`config.mk`:
```
export PLATFORM = sky130hd
export DESIGN_NAME = mpr_cell
export DESIGN_NICKNAME = d
export VERILOG_FILES = /design/src/sv/mpr_pkg.sv /design/src/sv/mpr_cell.sv
export SDC_FILE = /design/constraint.sdc
export NUM_CORES = 2
export LEC_CHECK = 0
export BUFFER_PORTS_ARGS = -buffer_cell sky130_fd_sc_hd__buf_2
export CELL_PAD_IN_SITES_DETAIL_PLACEMENT = 0
export CELL_PAD_IN_SITES_GLOBAL_PLACEMENT = 2
export CORE_UTILIZATION = 49
export CTS_CLUSTER_DIAMETER = 120
export DETAILED_ROUTE_END_ITERATION = 12
export HOLD_SLACK_MARGIN = 0.02
export PLACE_DENSITY = 0.84
export SLEW_MARGIN = 15
export SYNTH_ARGS = -nofsm -noshare
export SYNTH_HDL_FRONTEND = slang
export SYNTH_SLANG_ARGS = --single-unit
```
`constraint.sdc`:
```
create_clock -name clk_i -period 5.47 [get_ports clk_i]
set_input_delay 1.094 -clock clk_i [delete_from_list [all_inputs] [get_ports clk_i]]
set_output_delay 1.094 -clock clk_i [all_outputs]
set_load 0.02 [all_outputs]
```
`src/sv/mpr_pkg.sv`:
```
// ----------------------------------------------------------------------------
// mpr_pkg
// Shared types, constants and helpers of the Motzkin path rank/unrank block.
// ----------------------------------------------------------------------------
package mpr_pkg;

  localparam int unsigned MaxWidth = 31;
  localparam int unsigned Rows     = MaxWidth + 2;
  localparam int unsigned Cols     = (MaxWidth + 2) / 2;
  localparam int unsigned RowW     = $clog2(Rows);
  localparam int unsigned ColW     = $clog2(Cols);
  localparam int unsigned WidthW   = $clog2(MaxWidth + 1);
  localparam int unsigned HeightW  = $clog2(Cols + 1);
  localparam int unsigned PosW     = RowW + 1;
  localparam int unsigned DataW    = 64;

  // step codes of a packed path
  localparam logic [1:0] DigUp   = 2'b00;
  localparam logic [1:0] DigDown = 2'b01;
  localparam logic [1:0] DigLvlO = 2'b10;
  localparam logic [1:0] DigLvlX = 2'b11;

  // operation codes of an input item
  localparam logic OpRank   = 1'b0;
  localparam logic OpUnrank = 1'b1;

  // control broadcast to every column cell while the table is built
  typedef struct packed {
    logic               clear;
    logic               we;
    logic [RowW-1:0]    row;
    logic [HeightW-1:0] height_cur;
    logic [HeightW-1:0] height_next;
    logic               diag_en;
    logic [ColW-1:0]    diag_col;
  } fill_ctrl_t;

  // diamond height of a row for width w; rows past the last step are empty
  function automatic logic [HeightW-1:0] col_height(input logic [WidthW-1:0] w,
                                                     input logic [RowW-1:0]   i);
    logic [RowW-1:0] w6;
    logic [RowW-1:0] half;
    logic [RowW-1:0] h;
    w6   = RowW'(w);
    half = (w6 + RowW'(1)) >> 1;
    if (i > w6) begin
      h = '0;
    end else if (i < half) begin
      h = i + RowW'(1);
    end else begin
      h = w6 + RowW'(1) - i;
    end
    return h[HeightW-1:0];
  endfunction

endpackage

```
`src/sv/mpr_cell.sv`:
```
// ----------------------------------------------------------------------------
// mpr_cell
// One column of the count table: its row memory and the running entry that
// is handed to the neighbouring columns while the table is built.
// ----------------------------------------------------------------------------
module mpr_cell (
  input  logic                                  clk_i,
  input  logic                                  rst_ni,
  input  logic [mpr_pkg::ColW-1:0]              col_idx_i,
  input  mpr_pkg::fill_ctrl_t                   ctrl_i,
  input  logic [mpr_pkg::DataW-1:0]             left_i,
  input  logic [mpr_pkg::DataW-1:0]             right_i,
  input  logic [mpr_pkg::RowW-1:0]              rd_addr_i,
  output logic [mpr_pkg::DataW-1:0]             val_o,
  output logic [mpr_pkg::DataW-1:0]             rd_data_o
);
  import mpr_pkg::*;

  logic [DataW-1:0] cur_q, cur_d;
  logic [DataW-1:0] rd_data_q;
  logic [DataW-1:0] mem_q [Rows];
  logic [DataW-1:0] sum;
  logic             in_row;
  logic             is_diag;
  logic             past_diag;
  logic             use_right;

  // entry of this column for the current row
  always_comb begin
    in_row    = {1'b0, col_idx_i} < ctrl_i.height_cur;
    is_diag   = ctrl_i.diag_en && (col_idx_i == ctrl_i.diag_col);
    past_diag = ctrl_i.diag_en && (col_idx_i > ctrl_i.diag_col);
    use_right = (HeightW'(col_idx_i) + HeightW'(1)) != ctrl_i.height_next;
    sum       = {cur_q[DataW-2:0], 1'b0} + (use_right ? right_i : '0) + left_i;
    if (is_diag) begin
      cur_d = DataW'(1);
    end else if (in_row && !past_diag) begin
      cur_d = sum;
    end else begin
      cur_d = '0;
    end
  end

  // running entry, seen by the neighbours
  always_ff @(posedge clk_i or negedge rst_ni) begin
    if (!rst_ni) begin
      cur_q <= '0;
    end else if (ctrl_i.clear) begin
      cur_q <= '0;
    end else if (ctrl_i.we) begin
      cur_q <= cur_d;
    end
  end

  // column memory
  always_ff @(posedge clk_i) begin
    if (ctrl_i.we && !ctrl_i.clear) begin
      mem_q[ctrl_i.row] <= cur_d;
    end
    rd_data_q <= mem_q[rd_addr_i];
  end

  assign val_o     = cur_q;
  assign rd_data_o = rd_data_q;

endmodule

```
==> impl_summary.txt <==
----------------------------------------------------
[Floorplanning]
  Core region area ... 0.1811 mm2
  Die X ... 429.6 um
  Site Rows ... 156
  Vertical die dimension ... 429.6 um
  Effective utilization at floorplan ... 0.4947
  Number of primary I/O pins ... 291
  Floorplan die area ... 0.1846 mm2

[STA]
  Max Freq ... 188.0 MHz
  Number of hold violations in the final report ... 0
  Slew Limit Fails ... 0
  Final sum of negative setup slack ... 0 ns
  Setup repair after global routing missed its margin ... yes
  Post-Route Hold Slack ... 0.3841 ns
  Layout Skew ... 0.03384 ns
  Max-slew headroom at the worst pin ... 0.1711
  Tcrit/Tclk final ... 0.9723
  Tmin final ... 5.319 ns
  Final number of setup-violating endpoints ... 0
  Transition time at the pin with the least slew margin ... 1.230 ns

[Global route]
  Total global routing track utilization ... 0.2497
  Antenna violations before repair ... 9
  Global-route congestion overflow total ... 0
  Vias in the first global route ... 46,856
  First-pass GRT wire length ... 328.8 mm
  Largest net degree at the start of global routing ... 92

[Route]
  Number of DRC violations after detailed-routing iteration 0 ... 5,605
  Post-route DRC violation count ... 0
  Wire length after detailed routing ... 230.5 mm
  Via-per-instance ratio ... 6.094
  Count of nets left with antenna violations after detail routing ... 0
  Number of iterations in the first detailed-routing pass ... 5
  Final routed wire length divided by cell count ... 30.64 um
  Via count ... 45,842

[Power and ir drop]
  Design Power ... 0.04792 W
  Worst vdd ir ... 0.0003633 V
  Cell area power density ... 455.5 mW/mm2
  Leakage dissipation ... 35.45 nW

[Yosys]
  Total of flip-flops plus latches after synthesis ... 2,240
  Synthesized cell area ... 0.08961 mm2
  Share of synthesized area occupied by flip-flops and latches ... 0.7399
  Mean cell area of the mapped netlist ... 21.14 um2
  Share of synthesized registers carrying an async set or reset ... 0.02857
  Yosys warning total ... 0
  Synthesized net count ... 4,535
  Synth Flop Type ... sky130_fd_sc_hd__edfxtp_1
  Cells after synthesis ... 4,238
  Number of flops mapped to enable cells by yosys ... 2,112
  Library cells used by synthesis ... 75

[Critical path]
  Startpoint types ... primary input
  Origin of the critical flop-to-flop path ... val_o[0]
  Gate family responsible for the most delay along the worst path ... simple AND/OR/NAND/NOR gates
  Arrival time at the worst endpoint ... 5.87 ns
  Maximum fanout encountered on the critical timing path ... 23
  Crit path buffers/inverters ... 5
  Origin of the worst setup path ... ctrl_i[7]
  Crit-path max cell delay ... 0.51 ns
  Worst path slowest cell ... sky130_fd_sc_hd__nor2_4
  Critical Path End Type ... flop
  CP required ... 6.02 ns
  Setup Crit Path Kind ... primary input to flop

[Place]
  Buffers added on ports ... 290
  Placed wire-length estimate ... 125.5 mm
  Placed cells ... 7,113
  Final GP Congestion ... 0.8660

[Flow run]
  Max-cap violation count ... 0

[Clock network]
  Clk_lat worst skew ... 0.86 ns
  CTS tree ... yes
  Clock input transition at the sequential cells of the worst setup and hold paths ... 0.07 ns
  Buffer levels on the longest clock path ... 3
  Htree depth ... 4
  CTS Hold Bufs ... 0
  Number of buffers created by CTS ... 210
  Clock tree root buffer cell ... sky130_fd_sc_hd__clkbuf_16
  Number of clock sinks seen by CTS ... 2,240

[Layout]
  Fin util ... 0.5808
  Fill cell instance count of the final layout ... 12,934
  Synthesis-to-finish area growth ... 17.41%
  Number of nets in the layout ... 5,265
  Share of cells above drive strength 1 ... 0.3497
  Filler-free cell count of the finished design ... 7,522

[Hold path]
  Hold/Removal Path Class ... primary input to async pin

[Status]
  Status ... finished clean

----------------------------------------------------
-- where the power goes --
group          switching [W]  internal, W
combinational        0.00708      0.00411
sequential          0.000242       0.0224
clock                0.00631      0.00774
total                 0.0136       0.0343
-- logic make-up (layout without fill, tap and decap cells) --
| family | Yosys count | in the layout | synth area share |
|---|---|---|---|
| adder cells (fa/ha/maj) | 134 | 134 | 0.02399 |
| multiplexers | 731 | 731 | 0.1710 |
| XOR/XNOR | 60 | 60 | 0.005864 |
| buffers and inverters | 242 | 1146 | 0.01103 |
| AO/OA/AOI/OAI | 317 | 317 | 0.02160 |
| other | 0 | 4 | 0 |
| flip-flops | 2240 | 2240 | 0.7399 |
| AND/OR/NAND/NOR | 514 | 520 | 0.02660 |
-- routing by layer --
metal | global-route usage | share of wire | up-vias
met1 | 0.3535 | 0.39 | 24178
met2 | 0.4117 | 0.49 | 2376
li1 | - | - | 18979
met4 | 0.05785 | 0.021 | 4
met3 | 0.03863 | 0.096 | 305
met5 | 0 | 0.00013 | -
-- per-stage QoR --
stage | setup WS [ns] | instance area [um2]
final | 0.1514 | 105200
after global routing | -0.01169 | 105200
after CTS | 0.003475 | 104900
after detailed placement | -1.044 | 98250
after global placement | -0.9256 | 98240
after floorplan | -0.1667 | 89850
-- synthesized netlist by cell type, types with 11 or more instances --
cell / n / area (um2)
sky130_fd_sc_hd__dfrtp_1: 64 / 1602
sky130_fd_sc_hd__nand4_1: 24 / 150.1
sky130_fd_sc_hd__inv_1: 26 / 97.59
sky130_fd_sc_hd__mux2i_1: 91 / 910.9
sky130_fd_sc_hd__nand2b_1: 12 / 75.07
sky130_fd_sc_hd__o21ai_0: 131 / 655.6
sky130_fd_sc_hd__o21bai_1: 11 / 82.58
sky130_fd_sc_hd__buf_1: 58 / 217.7
sky130_fd_sc_hd__xnor2_1: 36 / 315.3
sky130_fd_sc_hd__nand2_1: 167 / 626.9
sky130_fd_sc_hd__fa_1: 63 / 1261
sky130_fd_sc_hd__nor3_1: 21 / 105.1
sky130_fd_sc_hd__nor2b_1: 15 / 93.84
sky130_fd_sc_hd__ha_1: 71 / 888.4
sky130_fd_sc_hd__xor2_1: 24 / 210.2
sky130_fd_sc_hd__a21o_1: 38 / 285.3
sky130_fd_sc_hd__edfxtp_1: 2112 / 63420
sky130_fd_sc_hd__clkbuf_1: 138 / 518.0
sky130_fd_sc_hd__nor2_1: 158 / 593.1
sky130_fd_sc_hd__nand3_1: 15 / 75.07
sky130_fd_sc_hd__a21oi_1: 68 / 340.3
sky130_fd_sc_hd__and2_1: 66 / 412.9
sky130_fd_sc_hd__mux4_2: 640 / 14410
sky130_fd_sc_hd__dfxtp_1: 64 / 1281
-- worst register-to-register path, cell delays in order, from the launching register on --
cell and delay (ns):
sky130_fd_sc_hd__dfrtp_1 0.50, sky130_fd_sc_hd__fa_1 0.56, sky130_fd_sc_hd__ha_2 0.17, sky130_fd_sc_hd__inv_1 0.05, sky130_fd_sc_hd__fa_2 0.33, sky130_fd_sc_hd__nor2b_2 0.16
sky130_fd_sc_hd__o2111ai_2 0.15, sky130_fd_sc_hd__nand3_1 0.21, sky130_fd_sc_hd__buf_4 0.15, sky130_fd_sc_hd__nand2_2 0.07, sky130_fd_sc_hd__o21ai_4 0.30, sky130_fd_sc_hd__a21oi_1 0.14
sky130_fd_sc_hd__o21ai_0 0.30, sky130_fd_sc_hd__a31oi_1 0.14, sky130_fd_sc_hd__xor2_1 0.16, sky130_fd_sc_hd__buf_4 0.21, sky130_fd_sc_hd__nor2_4 0.51
-- flip-flops by register name, summed over array words and instances (netlist names) --
name       count
mem_q       2112
rd_data_o     64
val_o         64
-- worst paths after layout --
kind | to | slack (ns) | cells after the start
max reg2reg | mem_q[5][33] | 1.03 | 16
min reg2reg | rd_data_o[3] | 0.44 | 2
max in group asynchronous | val_o[19] | 4.41 | 1
min | val_o[52] | 0.38 | 1
max | mem_q[5][33] | 0.15 | 25
min in group clk_i | rd_data_o[3] | 0.44 | 2
-- cells in the final DEF (no fill, tap or decap), drive strengths merged, types with 23 or more instances in the layout --
cell,Yosys,routed
xnor2,36,36
nor3,21,23
nand2,168,168
dfxtp,64,64
fa,63,63
o21ai,137,137
ha,71,71
nor2,158,162
nand4,24,24
xor2,24,24
and2,67,67
mux2i,91,91
dfrtp,64,64
mux4,640,640
clkbuf,142,284
buf,71,728
edfxtp,2112,2112
inv,26,36
clkinv,0,85
a21oi,69,69
a21o,39,39
-- area by class of cell --
type	count	area, um2	area share
Clock buffer	284	5715	0.05433
Antenna cell	4	10.01	0.00009514
Multi-Input combinational cell	1762	23110	0.2196
Timing Repair Buffer	728	6121	0.05818
Clock inverter	108	888.4	0.008444
Tap cell	2370	2965	0.02819
Sequential cell	2240	66300	0.6302
Inverter	26	97.59	0.0009276
-- timing repair --
item,CTS,global route
gates cloned,2,4
setup buffers,0,6
resized for setup,5,19
endpoints found under the setup margin,231,362
pin swaps,2,6
No activity file was read; power rests on OpenSTA's default activity.
